==> src/plc_pkg.sv <==
// Shared constants and types of the posting list decoder.
`timescale 1ns / 1ps

package plc_pkg;

  localparam int unsigned CFG_IDX_W    = 2;
  localparam int unsigned CFG_DATA_W   = 32;
  localparam int unsigned COUNT_W      = 32;
  localparam int unsigned WORD_INDEX_W = 26;
  localparam int unsigned STATUS_W     = 2;

  localparam logic [CFG_IDX_W-1:0] CFG_MODE     = 2'd0;
  localparam logic [CFG_IDX_W-1:0] CFG_EXPECTED = 2'd1;
  localparam logic [CFG_IDX_W-1:0] CFG_MAX_ID   = 2'd2;

  localparam logic MODE_SPARSE = 1'b0;
  localparam logic MODE_DENSE  = 1'b1;

  localparam logic [STATUS_W-1:0] ST_OK       = 2'd0;
  localparam logic [STATUS_W-1:0] ST_TOO_LONG = 2'd1;
  localparam logic [STATUS_W-1:0] ST_TRAILING = 2'd2;
  localparam logic [STATUS_W-1:0] ST_MISMATCH = 2'd3;

  localparam logic [6:0] VARINT_PAYLOAD_MASK = 7'h7f;
  localparam int unsigned VARINT_BITS = 7;
  localparam int unsigned VARINT_CONT_BIT = 7;

  typedef struct packed {
    logic                id_valid;
    logic                list_end;
    logic [STATUS_W-1:0] status;
  } out_flags_t;

endpackage

==> src/plc_in_if.sv <==
// Input channel: one chunk word per handshake.
`timescale 1ns / 1ps

interface plc_in_if #(
  parameter int unsigned WORD_BITS = 64
);
  logic                 valid;
  logic                 ready;
  logic [WORD_BITS-1:0] chunk;
  logic                 last_chunk;

  modport source (output valid, output chunk, output last_chunk, input ready);
  modport sink   (input valid, input chunk, input last_chunk, output ready);
endinterface

==> src/plc_out_if.sv <==
// Result channel: one decoded ID word per handshake.
`timescale 1ns / 1ps

interface plc_out_if #(
  parameter int unsigned ID_WIDTH = 32
);
  logic                          valid;
  logic                          ready;
  logic [ID_WIDTH-1:0]           doc_id;
  logic                          id_valid;
  logic                          list_end;
  logic [plc_pkg::STATUS_W-1:0]  status;

  modport source (output valid, output doc_id, output id_valid, output list_end,
                  output status, input ready);
  modport sink   (input valid, input doc_id, input id_valid, input list_end,
                  input status, output ready);
endinterface

==> src/plc_add_unit.sv <==
// Shared ID adder with compare against the max_id limit.
`timescale 1ns / 1ps

module plc_add_unit #(
  parameter int unsigned ID_WIDTH = 32
) (
  input  logic [ID_WIDTH-1:0]            a_i,
  input  logic [ID_WIDTH-1:0]            b_i,
  input  logic [plc_pkg::CFG_DATA_W-1:0] limit_i,
  output logic [ID_WIDTH-1:0]            sum_o,
  output logic                           le_o
);

  localparam int unsigned CMP_W =
    (ID_WIDTH > plc_pkg::CFG_DATA_W) ? ID_WIDTH : plc_pkg::CFG_DATA_W;

  assign sum_o = a_i + b_i;  // wraps at ID_WIDTH
  assign le_o  = CMP_W'(sum_o) <= CMP_W'(limit_i);

endmodule

==> src/plc_out_buf.sv <==
// Output register between the sequencer and the result channel.
`timescale 1ns / 1ps

module plc_out_buf #(
  parameter int unsigned ID_WIDTH = 32
) (
  input  logic                  clk_i,
  input  logic                  rst_ni,
  input  logic                  push_i,
  input  logic [ID_WIDTH-1:0]   doc_id_i,
  input  plc_pkg::out_flags_t   flags_i,
  output logic                  free_o,
  plc_out_if.source             out_if
);

  logic                valid_q;
  logic [ID_WIDTH-1:0] doc_q;
  plc_pkg::out_flags_t flags_q;

  // free when empty or the held word leaves this cycle
  assign free_o = !valid_q || out_if.ready;

  always_ff @(posedge clk_i or negedge rst_ni) begin
    if (!rst_ni) begin
      valid_q <= 1'b0;
    end else if (push_i) begin
      valid_q <= 1'b1;
    end else if (out_if.ready) begin
      valid_q <= 1'b0;
    end
  end

  always_ff @(posedge clk_i) begin
    if (push_i) begin
      doc_q   <= doc_id_i;
      flags_q <= flags_i;
    end
  end

  assign out_if.valid    = valid_q;
  assign out_if.doc_id   = doc_q;
  assign out_if.id_valid = flags_q.id_valid;
  assign out_if.list_end = flags_q.list_end;
  assign out_if.status   = flags_q.status;

endmodule

==> src/posting_list_decoder_top.sv <==
// Sparse: each varint byte passes through accept, decode and flush; not ready meanwhile.
// Dense: one bit tested per cycle by the shared adder, except while a hit waits on the output register.
// Result stalls on the output channel also stall the dense scan and the flush step.
// Results leave through an output register; a word appears in the cycle after it is pushed.
// Async active-low reset clears config and list state; no clearing pass.
`timescale 1ns / 1ps

module posting_list_decoder_top #(
  parameter int unsigned ID_WIDTH  = 32,
  parameter int unsigned WORD_BITS = 64
) (
  input  logic                           clk_i,
  input  logic                           rst_ni,
  input  logic                           cfg_we_i,
  input  logic [plc_pkg::CFG_IDX_W-1:0]  cfg_idx_i,
  input  logic [plc_pkg::CFG_DATA_W-1:0] cfg_data_i,
  plc_in_if.sink                         in_if,
  plc_out_if.source                      out_if
);

  localparam int unsigned VB     = (ID_WIDTH + 6) / 7;  // varint byte limit
  localparam int unsigned IDX_W  = $clog2(VB);
  localparam int unsigned SH_W   = $clog2(7 * VB);
  localparam int unsigned BIT_W  = $clog2(WORD_BITS);
  localparam int unsigned PROD_W = plc_pkg::WORD_INDEX_W + $clog2(WORD_BITS + 1);
  localparam int unsigned EXT_W  = (ID_WIDTH > PROD_W) ? ID_WIDTH : PROD_W;
  localparam int unsigned CW     = plc_pkg::COUNT_W;

  localparam logic [1:0] S_IDLE   = 2'd0;
  localparam logic [1:0] S_SPARSE = 2'd1;
  localparam logic [1:0] S_DENSE  = 2'd2;
  localparam logic [1:0] S_FLUSH  = 2'd3;

  // configuration
  logic                           mode_q;
  logic [CW-1:0]                  exp_q;
  logic [plc_pkg::CFG_DATA_W-1:0] max_q;

  always_ff @(posedge clk_i or negedge rst_ni) begin
    if (!rst_ni) begin
      mode_q <= plc_pkg::MODE_SPARSE;
      exp_q  <= '0;
      max_q  <= '0;
    end else if (cfg_we_i) begin
      case (cfg_idx_i)
        plc_pkg::CFG_MODE:     mode_q <= cfg_data_i[0];
        plc_pkg::CFG_EXPECTED: exp_q  <= cfg_data_i[CW-1:0];
        plc_pkg::CFG_MAX_ID:   max_q  <= cfg_data_i;
        default: ;
      endcase
    end
  end

  // list state
  logic [ID_WIDTH-1:0]               accum_q, accum_d;
  logic [IDX_W-1:0]                  idx_q, idx_d;
  logic [ID_WIDTH-1:0]               run_q, run_d;
  logic [CW-1:0]                     ids_q, ids_d;
  logic [plc_pkg::WORD_INDEX_W-1:0]  widx_q, widx_d;
  logic [plc_pkg::STATUS_W-1:0]      err_q, err_d;

  // sequencer
  logic [1:0]           state_q, state_d;
  logic [WORD_BITS-1:0] chunk_q, chunk_d;
  logic                 last_q, last_d;
  logic                 ign_q, ign_d;
  logic                 mode_l_q, mode_l_d;
  logic [ID_WIDTH-1:0]  base_q, base_d;
  logic [BIT_W-1:0]     bit_q, bit_d;
  logic                 pend_v_q, pend_v_d;
  logic [ID_WIDTH-1:0]  pend_id_q, pend_id_d;

  // shared unit
  logic [ID_WIDTH-1:0] add_a, add_b, add_sum;
  logic                add_le;

  plc_add_unit #(.ID_WIDTH(ID_WIDTH)) u_add (
    .a_i     (add_a),
    .b_i     (add_b),
    .limit_i (max_q),
    .sum_o   (add_sum),
    .le_o    (add_le)
  );

  // output register
  logic                push;
  logic [ID_WIDTH-1:0] push_doc;
  plc_pkg::out_flags_t push_flags;
  logic                out_free;

  plc_out_buf #(.ID_WIDTH(ID_WIDTH)) u_out (
    .clk_i    (clk_i),
    .rst_ni   (rst_ni),
    .push_i   (push),
    .doc_id_i (push_doc),
    .flags_i  (push_flags),
    .free_o   (out_free),
    .out_if   (out_if)
  );

  assign in_if.ready = (state_q == S_IDLE);

  logic [6:0]                   vbyte;
  logic [SH_W-1:0]              sh_amt;
  logic [ID_WIDTH-1:0]          acc_new;
  logic [EXT_W-1:0]             prod;
  logic [plc_pkg::STATUS_W-1:0] end_status;
  logic                         hit;
  logic                         need_push;

  function automatic logic [6:0] in_chunk_byte(input logic [7:0] b);
    in_chunk_byte = b[6:0] & plc_pkg::VARINT_PAYLOAD_MASK;
  endfunction

  assign vbyte   = in_chunk_byte(chunk_q[7:0]);
  assign sh_amt  = SH_W'(plc_pkg::VARINT_BITS * idx_q);
  assign acc_new = accum_q | (ID_WIDTH'(vbyte) << sh_amt);
  assign prod    = EXT_W'(widx_q) * EXT_W'(WORD_BITS);
  assign hit     = chunk_q[0] && add_le;

  always_comb begin
    if (state_q == S_DENSE) begin
      add_a = base_q;
      add_b = ID_WIDTH'(bit_q);
    end else begin
      add_a = (ids_q == '0) ? '0 : run_q;
      add_b = acc_new;
    end
  end

  always_comb begin
    if (ign_q) begin
      end_status = plc_pkg::ST_OK;
    end else if (mode_l_q == plc_pkg::MODE_DENSE) begin
      end_status = (ids_q != exp_q) ? plc_pkg::ST_MISMATCH : plc_pkg::ST_OK;
    end else if (err_q != plc_pkg::ST_OK) begin
      end_status = err_q;
    end else if (idx_q != '0 || ids_q != exp_q) begin
      end_status = plc_pkg::ST_MISMATCH;
    end else begin
      end_status = plc_pkg::ST_OK;
    end
  end

  assign need_push = pend_v_q || last_q;

  always_comb begin
    accum_d   = accum_q;
    idx_d     = idx_q;
    run_d     = run_q;
    ids_d     = ids_q;
    widx_d    = widx_q;
    err_d     = err_q;
    state_d   = state_q;
    chunk_d   = chunk_q;
    last_d    = last_q;
    ign_d     = ign_q;
    mode_l_d  = mode_l_q;
    base_d    = base_q;
    bit_d     = bit_q;
    pend_v_d  = pend_v_q;
    pend_id_d = pend_id_q;
    push       = 1'b0;
    push_doc   = pend_id_q;
    push_flags = '{id_valid: 1'b1, list_end: 1'b0, status: plc_pkg::ST_OK};

    case (state_q)
      S_IDLE: begin
        if (in_if.valid) begin
          chunk_d  = in_if.chunk;
          last_d   = in_if.last_chunk;
          mode_l_d = mode_q;
          ign_d    = (exp_q == '0);
          base_d   = prod[ID_WIDTH-1:0];
          bit_d    = '0;
          if (exp_q == '0) begin
            state_d = S_FLUSH;
          end else if (mode_q == plc_pkg::MODE_DENSE) begin
            state_d = S_DENSE;
          end else begin
            state_d = S_SPARSE;
          end
        end
      end

      S_SPARSE: begin
        if (err_q != plc_pkg::ST_OK) begin
          // sticky error: byte dropped
        end else if (ids_q == exp_q) begin
          err_d = plc_pkg::ST_TRAILING;
        end else if (!chunk_q[plc_pkg::VARINT_CONT_BIT]) begin
          run_d     = add_sum;
          pend_id_d = add_sum;
          pend_v_d  = 1'b1;
          ids_d     = ids_q + CW'(1);
          accum_d   = '0;
          idx_d     = '0;
        end else if (idx_q == IDX_W'(VB - 1)) begin
          err_d   = plc_pkg::ST_TOO_LONG;
          accum_d = '0;
          idx_d   = '0;
        end else begin
          accum_d = acc_new;
          idx_d   = idx_q + IDX_W'(1);
        end
        state_d = S_FLUSH;
      end

      S_DENSE: begin
        // a new hit needs the previous one moved out first
        if (!(hit && pend_v_q && !out_free)) begin
          if (hit) begin
            push      = pend_v_q;
            pend_id_d = add_sum;
            pend_v_d  = 1'b1;
            ids_d     = ids_q + CW'(1);
          end
          chunk_d = chunk_q >> 1;
          bit_d   = bit_q + BIT_W'(1);
          if (bit_q == BIT_W'(WORD_BITS - 1)) begin
            widx_d  = widx_q + plc_pkg::WORD_INDEX_W'(1);
            state_d = S_FLUSH;
          end
        end
      end

      S_FLUSH: begin
        if (!need_push || out_free) begin
          push       = need_push;
          push_doc   = pend_v_q ? pend_id_q : '0;
          push_flags = '{id_valid: pend_v_q, list_end: last_q,
                         status: last_q ? end_status : plc_pkg::ST_OK};
          pend_v_d   = 1'b0;
          if (last_q) begin
            accum_d = '0;
            idx_d   = '0;
            run_d   = '0;
            ids_d   = '0;
            widx_d  = '0;
            err_d   = plc_pkg::ST_OK;
          end
          state_d = S_IDLE;
        end
      end

      default: state_d = S_IDLE;
    endcase
  end

  always_ff @(posedge clk_i or negedge rst_ni) begin
    if (!rst_ni) begin
      state_q  <= S_IDLE;
      pend_v_q <= 1'b0;
      accum_q  <= '0;
      idx_q    <= '0;
      run_q    <= '0;
      ids_q    <= '0;
      widx_q   <= '0;
      err_q    <= plc_pkg::ST_OK;
      last_q   <= 1'b0;
      ign_q    <= 1'b0;
      mode_l_q <= plc_pkg::MODE_SPARSE;
      bit_q    <= '0;
    end else begin
      state_q  <= state_d;
      pend_v_q <= pend_v_d;
      accum_q  <= accum_d;
      idx_q    <= idx_d;
      run_q    <= run_d;
      ids_q    <= ids_d;
      widx_q   <= widx_d;
      err_q    <= err_d;
      last_q   <= last_d;
      ign_q    <= ign_d;
      mode_l_q <= mode_l_d;
      bit_q    <= bit_d;
    end
  end

  always_ff @(posedge clk_i) begin
    chunk_q   <= chunk_d;
    base_q    <= base_d;
    pend_id_q <= pend_id_d;
  end

endmodule
==> src/flat_wrapper.sv <==
// flat-port wrapper written by rule: the top's interface ports become plain ports
module posting_list_decoder_top_flat 
#(
  parameter int unsigned ID_WIDTH  = 32,
  parameter int unsigned WORD_BITS = 64
)
  (clk_i, rst_ni, cfg_we_i, cfg_idx_i, cfg_data_i, in_if_valid, in_if_chunk, in_if_last_chunk, in_if_ready, out_if_valid, out_if_doc_id, out_if_id_valid, out_if_list_end, out_if_status, out_if_ready);
  plc_in_if #(.WORD_BITS(WORD_BITS)) in_if_i ();
  plc_out_if #(.ID_WIDTH(ID_WIDTH)) out_if_i ();
  input  logic clk_i;
  input  logic rst_ni;
  input  logic cfg_we_i;
  input  logic [plc_pkg::CFG_IDX_W-1:0] cfg_idx_i;
  input  logic [plc_pkg::CFG_DATA_W-1:0] cfg_data_i;
  input wire logic [$bits(in_if_i.valid)-1:0] in_if_valid;
  input wire logic [$bits(in_if_i.chunk)-1:0] in_if_chunk;
  input wire logic [$bits(in_if_i.last_chunk)-1:0] in_if_last_chunk;
  output wire logic [$bits(in_if_i.ready)-1:0] in_if_ready;
  output wire logic [$bits(out_if_i.valid)-1:0] out_if_valid;
  output wire logic [$bits(out_if_i.doc_id)-1:0] out_if_doc_id;
  output wire logic [$bits(out_if_i.id_valid)-1:0] out_if_id_valid;
  output wire logic [$bits(out_if_i.list_end)-1:0] out_if_list_end;
  output wire logic [$bits(out_if_i.status)-1:0] out_if_status;
  input wire logic [$bits(out_if_i.ready)-1:0] out_if_ready;
  assign in_if_i.valid = in_if_valid;
  assign in_if_i.chunk = in_if_chunk;
  assign in_if_i.last_chunk = in_if_last_chunk;
  assign in_if_ready = in_if_i.ready;
  assign out_if_valid = out_if_i.valid;
  assign out_if_doc_id = out_if_i.doc_id;
  assign out_if_id_valid = out_if_i.id_valid;
  assign out_if_list_end = out_if_i.list_end;
  assign out_if_status = out_if_i.status;
  assign out_if_i.ready = out_if_ready;
  posting_list_decoder_top #(.ID_WIDTH(ID_WIDTH), .WORD_BITS(WORD_BITS)) u_core (.clk_i(clk_i), .rst_ni(rst_ni), .cfg_we_i(cfg_we_i), .cfg_idx_i(cfg_idx_i), .cfg_data_i(cfg_data_i), .in_if(in_if_i), .out_if(out_if_i));
endmodule
==> config.mk <==
export PLATFORM = sky130hd
export DESIGN_NAME = posting_list_decoder_top_flat
export DESIGN_NICKNAME = d
export VERILOG_FILES = /design/src/plc_pkg.sv /design/src/plc_in_if.sv /design/src/plc_out_if.sv /design/src/plc_add_unit.sv /design/src/plc_out_buf.sv /design/src/posting_list_decoder_top.sv /design/src/flat_wrapper.sv
export SDC_FILE = /design/constraint.sdc
export NUM_CORES = 1
export LEC_CHECK = 0
export ABC_CLOCK_PERIOD_IN_PS = 7500
export BUFFER_PORTS_ARGS = -buffer_cell sky130_fd_sc_hd__clkbuf_2
export CAP_MARGIN = 20
export CORE_MARGIN = 2
export CORE_UTILIZATION = 55
export CTS_CLUSTER_DIAMETER = 200
export DETAILED_ROUTE_END_ITERATION = 10
export PLACE_DENSITY = 0.77
export SYNTH_ARGS = -nofsm -noshare
export SYNTH_HDL_FRONTEND = slang
export SYNTH_SLANG_ARGS = --single-unit
==> constraint.sdc <==
create_clock -name clk_i -period 7.5 [get_ports clk_i]
set_input_delay 1.125 -clock clk_i [delete_from_list [all_inputs] [get_ports clk_i]]
set_output_delay 1.125 -clock clk_i [all_outputs]
set_load 0.01 [all_outputs]
==> results of run 1 <==
-- through the flow --
stage | instance area [sq um] | util, % | power [mW]
CTS | 21300 | 63.9 | 10.0
detailed placement | 19900 | 59.7 | 7.89
global placement | 19900 | 59.7 | 7.70
floorplan | 18600 | - | 6.35
global route | 21400 | 64.1 | 10.7
finish | 21400 | 64.1 | 10.1
-- timing repair --
item	CTS	global route
hold buffers	0	0
gates cloned	0	1
pin swaps	0	4
endpoints found under the setup margin	11	199
gates resized for setup	1	9
setup buffers	0	2
-- sequential cells by signal (all words and copies together) (netlist names) --
register                      flops
u_core.max_q                     32
u_core.err_q                      2
u_core.state_q                    2
u_core.u_out.out_if.id_valid      1
u_core.u_out.out_if.valid         1
u_core.ign_q                      1
u_core.mode_l_q                   1
u_core.widx_q                    26
u_core.u_out.out_if.list_end      1
u_core.u_out.out_if.status        2
u_core.pend_v_q                   1
u_core.mode_q                     1
u_core.last_q                     1
u_core.pend_id_q                 32
u_core.ids_q                     32
u_core.accum_q                   32
u_core.bit_q                      6
u_core.chunk_q                   64
u_core.u_out.out_if.doc_id       32
u_core.exp_q                     32
u_core.base_q                    26
u_core.idx_q                      3
u_core.run_q                     32
-- worst paths after layout --
path	from	endpoint	slack, ns	cells past startpoint
hold reg to reg	u_core.run_q[3]	u_core.run_q[3]	0.48	2
setup reg to reg	u_core.ids_q[21]	u_core.chunk_q[3]	0.49	26
min in group asynchronous	rst_ni	u_core.widx_q[23]	0.62	1
max in group asynchronous	rst_ni	u_core.accum_q[14]	5.42	2
hold / removal	u_core.run_q[3]	u_core.run_q[3]	0.48	2
setup / recovery	u_core.ids_q[21]	u_core.chunk_q[3]	0.49	26
-- final cells by class --
class                      instances  area share, %
inverter                          74           1.30
tap                              448           2.62
multi-input combinational       1178           38.3
timing repair buffer             186           5.08
sequential                       363           46.2
clock inverter                    15           1.04
clock buffer                      57           5.45
-- power by group through the flow --
stage                     Sequential (mW)  Clock, mW  Combinational [mW]
after floorplan                      3.42          0                2.93
after global placement               3.48          0                4.22
after detailed placement             3.51          0                4.38
after CTS                            3.49       2.09                4.42
after global routing                 3.57       2.17                4.95
final                                3.49       2.05                4.53
-- worst max-delay path: stages (launching register included) --
cell	delay [ns]
dfrtp_1	0.44
or4_1	0.55
nor4_2	0.19
nand4b_1	0.19
buf_12	0.21
nand2_1	0.08
o21ai_0	0.09
ha_1	0.39
a21o_1	0.21
a21o_1	0.17
a221o_1	0.34
o21ai_0	0.27
o21ai_2	0.15
a41oi_1	0.39
o21ai_0	0.17
xor2_1	0.23
ha_1	0.34
nand4_1	0.18
nor4_4	0.39
a2111oi_0	0.15
o21ai_0	0.18
o21ai_2	0.13
nand2_1	0.22
o21ai_1	0.13
a21o_2	0.30
inv_2	0.25
buf_12	0.29
-- metal layers --
metal / global-route usage [%] / vias up
met5: 0 / -
met4: 10.1 / 0
met3: 3.89 / 114
met2: 41.7 / 510
met1: 36.2 / 6851
li1: - / 6493
-- synth_stat cells (14+ instances only) --
master	n
edfxtp_1	158
and3_1	26
nor2_1	100
a21oi_1	114
xnor2_1	21
mux2_2	132
ha_1	73
nand2_1	173
nor3_1	15
nand3_1	31
o21ai_0	87
and2_1	19
nor3b_1	21
dfrtp_1	205
a22o_1	24
xor2_1	40
nor4_1	40
nand4_1	27
clkbuf_1	66
inv_1	74
nor2b_1	48
o311ai_0	14
a21o_1	24
-- cells by family after synthesis --
family | synth area share, %
AO/OA/AOI/OAI | 12.2
AND/OR/NAND/NOR | 15.1
adder cells (fa/ha/maj) | 5.03
buffers and inverters | 3.30
multiplexers | 8.28
flip-flops | 53.2
XOR/XNOR | 2.88
==> results.toml, run 1 <==
[pwr]
switching_share_pct = 40.8
power.density_nw_per_um2 = 471
p_leak_nw = 9.33
ir_drop_mv = 0.232
power_switching_mw = 4.11
p_int_mw = 5.96
p_clk_share_pct = 20.3
p_comb_share_pct = 45.0
pwr-share-seq_pct = 34.7

[synth]
synth_nets = 1877
avgSynthCellArea_sq_um = 10.9
synthTopCellsByArea = "dfrtp_1, edfxtp_1, mux2_2"
async_flop_share_pct = 56.5
ys_seq_area_share_pct = 53.2
synth_top_cell_area_share_pct = 27.6
yosysTopAreaCell = "dfrtp_1"
netlist_area_sq_um = 18600
syn_inst = 1699
synth_edf_count = 158
synth-main-ff-cell = "dfrtp_1"
ys_ff_latch = 363
yosysUniqueCellTypes = 68
ys.warnings.count = 0

[floorplan]
core_area_sq_um = 33400
die_w_um = 188
die-area_sq_um = 35200
die_h_um = 188
row_count = 67
num_io_pins = 142
start_util_pct = 55.6

[placed_design]
dp_hpwl_mm = 32.4
dp_slack_ns = 0.0741
place.gp.congestion = 0.946
portBuffers = 141
placed_cells_incl_taps = 2246

[detailed_routing]
wl_met3_mm = 3.06
via_per_inst = 6.02
drt-initial-drc-count = 1441
wl_met2_mm = 21.7
topRoutingLayerUsed = "met4"
drt-total-wl_mm = 46.4
post_drt_wl_per_cell_um = 20.0
num_vias = 14000
drc = 0
wl_met1_mm = 20.0
ant_nets = 0
drt_pass1_iterations = 8

[timing]
setup_ws_ns = 0.487
rsz0062_at_grt = "false"
fin_crit_ns = 7.01
tightest_slew_ns = 1.25
fmax_mhz = 143
finalSetupViolations = 0
finalHoldViolCount = 0
finalClockSkew_ns = 0.0195
fin_crit_sh_pct = 93.5
setup_tns_ns = 0
max_slew_margin_pct = 16.0
hold_ws_ns = 0.479
finalMaxSlewViolations = 0

[worst_setup_path]
critical_path_class = "flip-flop to flip-flop"
critPathCaptureType = "flip-flop"
worstPathMaxFanout = 47
cp.arrival_ns = 7.22
critPathRequiredTime_ns = 7.70
cp-start-kind = "flip-flop"

[final_layout]
final_common_cell = "dfrtp_1"
seq_area_sq_um = 9870
layout.nets = 2020
syn_to_final_growth_pct = 15.1
num_antenna_cells = 0
layout-drive-gt1-share_pct = 22.1
layout.cells.non_filler = 2321
multiInputGateArea_sq_um = 8190
mostFrequentLayoutCells = "dfrtp_1, nand2_1, edfxtp_1"
fillCellCount = 2599

[grt]
grt_max_degree = 81
grt_pass1_vias = 13500
grt_pass1_wl_mm = 73.3
grt_remaining_overflow = 0
antenna_found_initial = 0
grt_usage_pct = 26.1

[clock_network]
cts_root_buf = "clkbuf_16"
insertion_delay_ns = 0.54
clockBufferDepth = 3
numCtsBuffers = 39
h-tree-depth = 2
clk_pin_slew_ns = 0.06
cts_sinks = 363
cts_tree = "built"

[min_path]
hold_class = "flip-flop to flip-flop"

[job]
maxCapViolations = 0

[run_status]
outcome = "finished clean"
Power figures use the tool's default switching activity.
==> run 2: changes to the inputs <==
- CORE_UTILIZATION: 55 -> 43
- PLACE_DENSITY: 0.77 -> not set
==> run 2 against run 1 <==
Effect of this change: clock power is 6% higher; core utilization is 13 points lower; clock skew is 0.0063 ns higher; via count is 2.2% lower; design area is 1.6% higher; register-to-register slack hardly changed; critical path type unchanged.
==> results.toml, run 2 (synthesis gave the netlist of run 1 again) <==
[run_status]
outcome = "finished clean"

[final_layout]
layout.nets = 2028
num_antenna_cells = 0
largest_reg_flops = 64
fillCellCount = 3843
layout-drive-gt1-share_pct = 22.5
seq_area_sq_um = 9870
regMostFlops = "u_core.chunk_q"
multiInputGateArea_sq_um = 8180
syn_to_final_growth_pct = 17.0
mostFrequentLayoutCells = "dfrtp_1, nand2_1, edfxtp_1"
final_common_cell = "dfrtp_1"

[grt]
grt_usage_pct = 22.0
grt_pass1_wl_mm = 75.9
grt_remaining_overflow = 0
grt_max_degree = 88
grt_pass1_vias = 13500
antenna_found_initial = 0

[timing]
rsz0062_at_grt = "false"
finalSetupViolations = 0
fin_crit_ns = 7.01
setup_tns_ns = 0
tightest_slew_ns = 1.42
hold_ws_ns = 0.473
fmax_mhz = 143
finalClockSkew_ns = 0.0258
fin_crit_sh_pct = 93.4
finalMaxSlewViolations = 0
setup_ws_ns = 0.494
finalHoldViolCount = 0
max_slew_margin_pct = 4.34

[clock_network]
numCtsBuffers = 41
clockBufferDepth = 3
insertion_delay_ns = 0.58
cts_root_buf = "clkbuf_16"
h-tree-depth = 2
cts_hold_buf = 0
clk_pin_slew_ns = 0.06
cts_sinks = 363
cts_tree = "built"

[floorplan]
die_h_um = 212
start_util_pct = 43.3
core_area_sq_um = 42900
die_w_um = 212
num_io_pins = 142
die-area_sq_um = 44900
row_count = 76

[min_path]
hold_class = "flip-flop to flip-flop"
worstHoldPathCells = 2
hold_path_end = "u_core.run_q[3]"
hold_start = "u_core.run_q[3]"

[worst_setup_path]
crit_top_cell = "ha_1"
worstPathMaxFanout = 32
rr_startpoint = "u_core.ids_q[0]"
slowest_stage = "dfrtp_1"
max_stage_delay_ns = 0.44
cp.arrival_ns = 7.50
crit-reg2reg-capture = "u_core.widx_q[6]"
crit_buf_inv = 3
reg2regPathDepth = 28
critical_path_class = "flip-flop to flip-flop"
critPathCaptureType = "flip-flop"
path_delay_family = "compound AO/OA/AOI/OAI gates"
r2r_slack_ns = 0.49
critPathRequiredTime_ns = 7.99
cp-start-kind = "flip-flop"

[placed_design]
portBuffers = 141
place.gp.congestion = 0.902
dp_hpwl_mm = 34.8
dp_slack_ns = 0.101

[detailed_routing]
post_drt_wl_per_cell_um = 19.8
num_vias = 13700
via_per_inst = 5.54
drt-initial-drc-count = 1065
drt_pass1_iterations = 5
drt-total-wl_mm = 48.8
drc = 0
ant_nets = 0

[pwr]
power.density_nw_per_um2 = 474
ir_drop_mv = 0.266
p_leak_nw = 9.40
total_power_mw = 10.3

[job]
maxCapViolations = 0
run 2: changes by cell type in the layout (fill, tap and decap cells not counted), moves of 2 or more:
cell / delta
buf_12: +3
bufinv_16: +2
clkinv_1: +2
o21ai_0: -2
clkbuf_16: +2
clkbuf_8: -4
inv_6: +2
clkinv_2: +2
clkbuf_1: -2
buf_4: +3
o21ai_1: +2
run 2: final cells by class:
type	instances	share of cell area, %
timing repair buffer	192	5.43
clock buffer	53	5.31
sequential	363	45.5
inverter	74	1.28
clock inverter	23	1.49
tap	585	3.37
multi-input combinational	1178	37.7
run 2: metrics by stage:
step	instances	area [sq um]	utilization [%]
after floorplan	1699	18600	-
after global placement	2389	20200	47.0
after detailed placement	2389	20200	47.0
after CTS	2465	21600	50.5
after global routing	2468	21700	50.6
final	2468	21700	50.6
run 2: worst register-to-register path: cells and delay by family, from the launching register on:
family / cells / cell delay (ns)
xor+xnor: 1 / 0.22
flops: 1 / 0.44
simple gates: 8 / 1.98
buf+inv: 3 / 0.64
compound gates: 13 / 2.77
fa+ha+maj: 3 / 0.86
run 2: worst max-delay path by stage:
stage,startpoint,cells past startpoint,end,slack [ns]
after floorplan,u_core.state_q[0],27,u_core.chunk_q[0],0.34
after global placement,u_core.ids_q[0],28,u_core.widx_q[6],0.37
after detailed placement,u_core.ids_q[0],28,u_core.widx_q[6],0.10
after CTS,u_core.ids_q[0],28,u_core.widx_q[6],0.06
after global routing,u_core.ids_q[0],29,u_core.widx_q[6],0.02
final,u_core.ids_q[0],28,u_core.widx_q[6],0.49
run 2: power breakdown:
group | internal [mW] | switching (mW)
clock | 1.34 | 0.845
sequential | 3.07 | 0.423
combinational | 1.69 | 2.94
total | 6.09 | 4.21
run 2: routing by layer:
layer / up-vias / track usage [%] / wire, um
met5: - / 0 / 0
met2: 345 / 34.9 / 22600
met4: 0 / 6.95 / 1340
met1: 6722 / 30.6 / 22100
li1: 6512 / - / -
met3: 84 / 4.15 / 2840
run 2: what timing repair did:
| action | 4_1_cts | 5_1_grt |
|---|---|---|
| setup buffers | 0 | 1 |
| endpoints found under the setup margin | 0 | 199 |
| gates resized for setup | 0 | 11 |
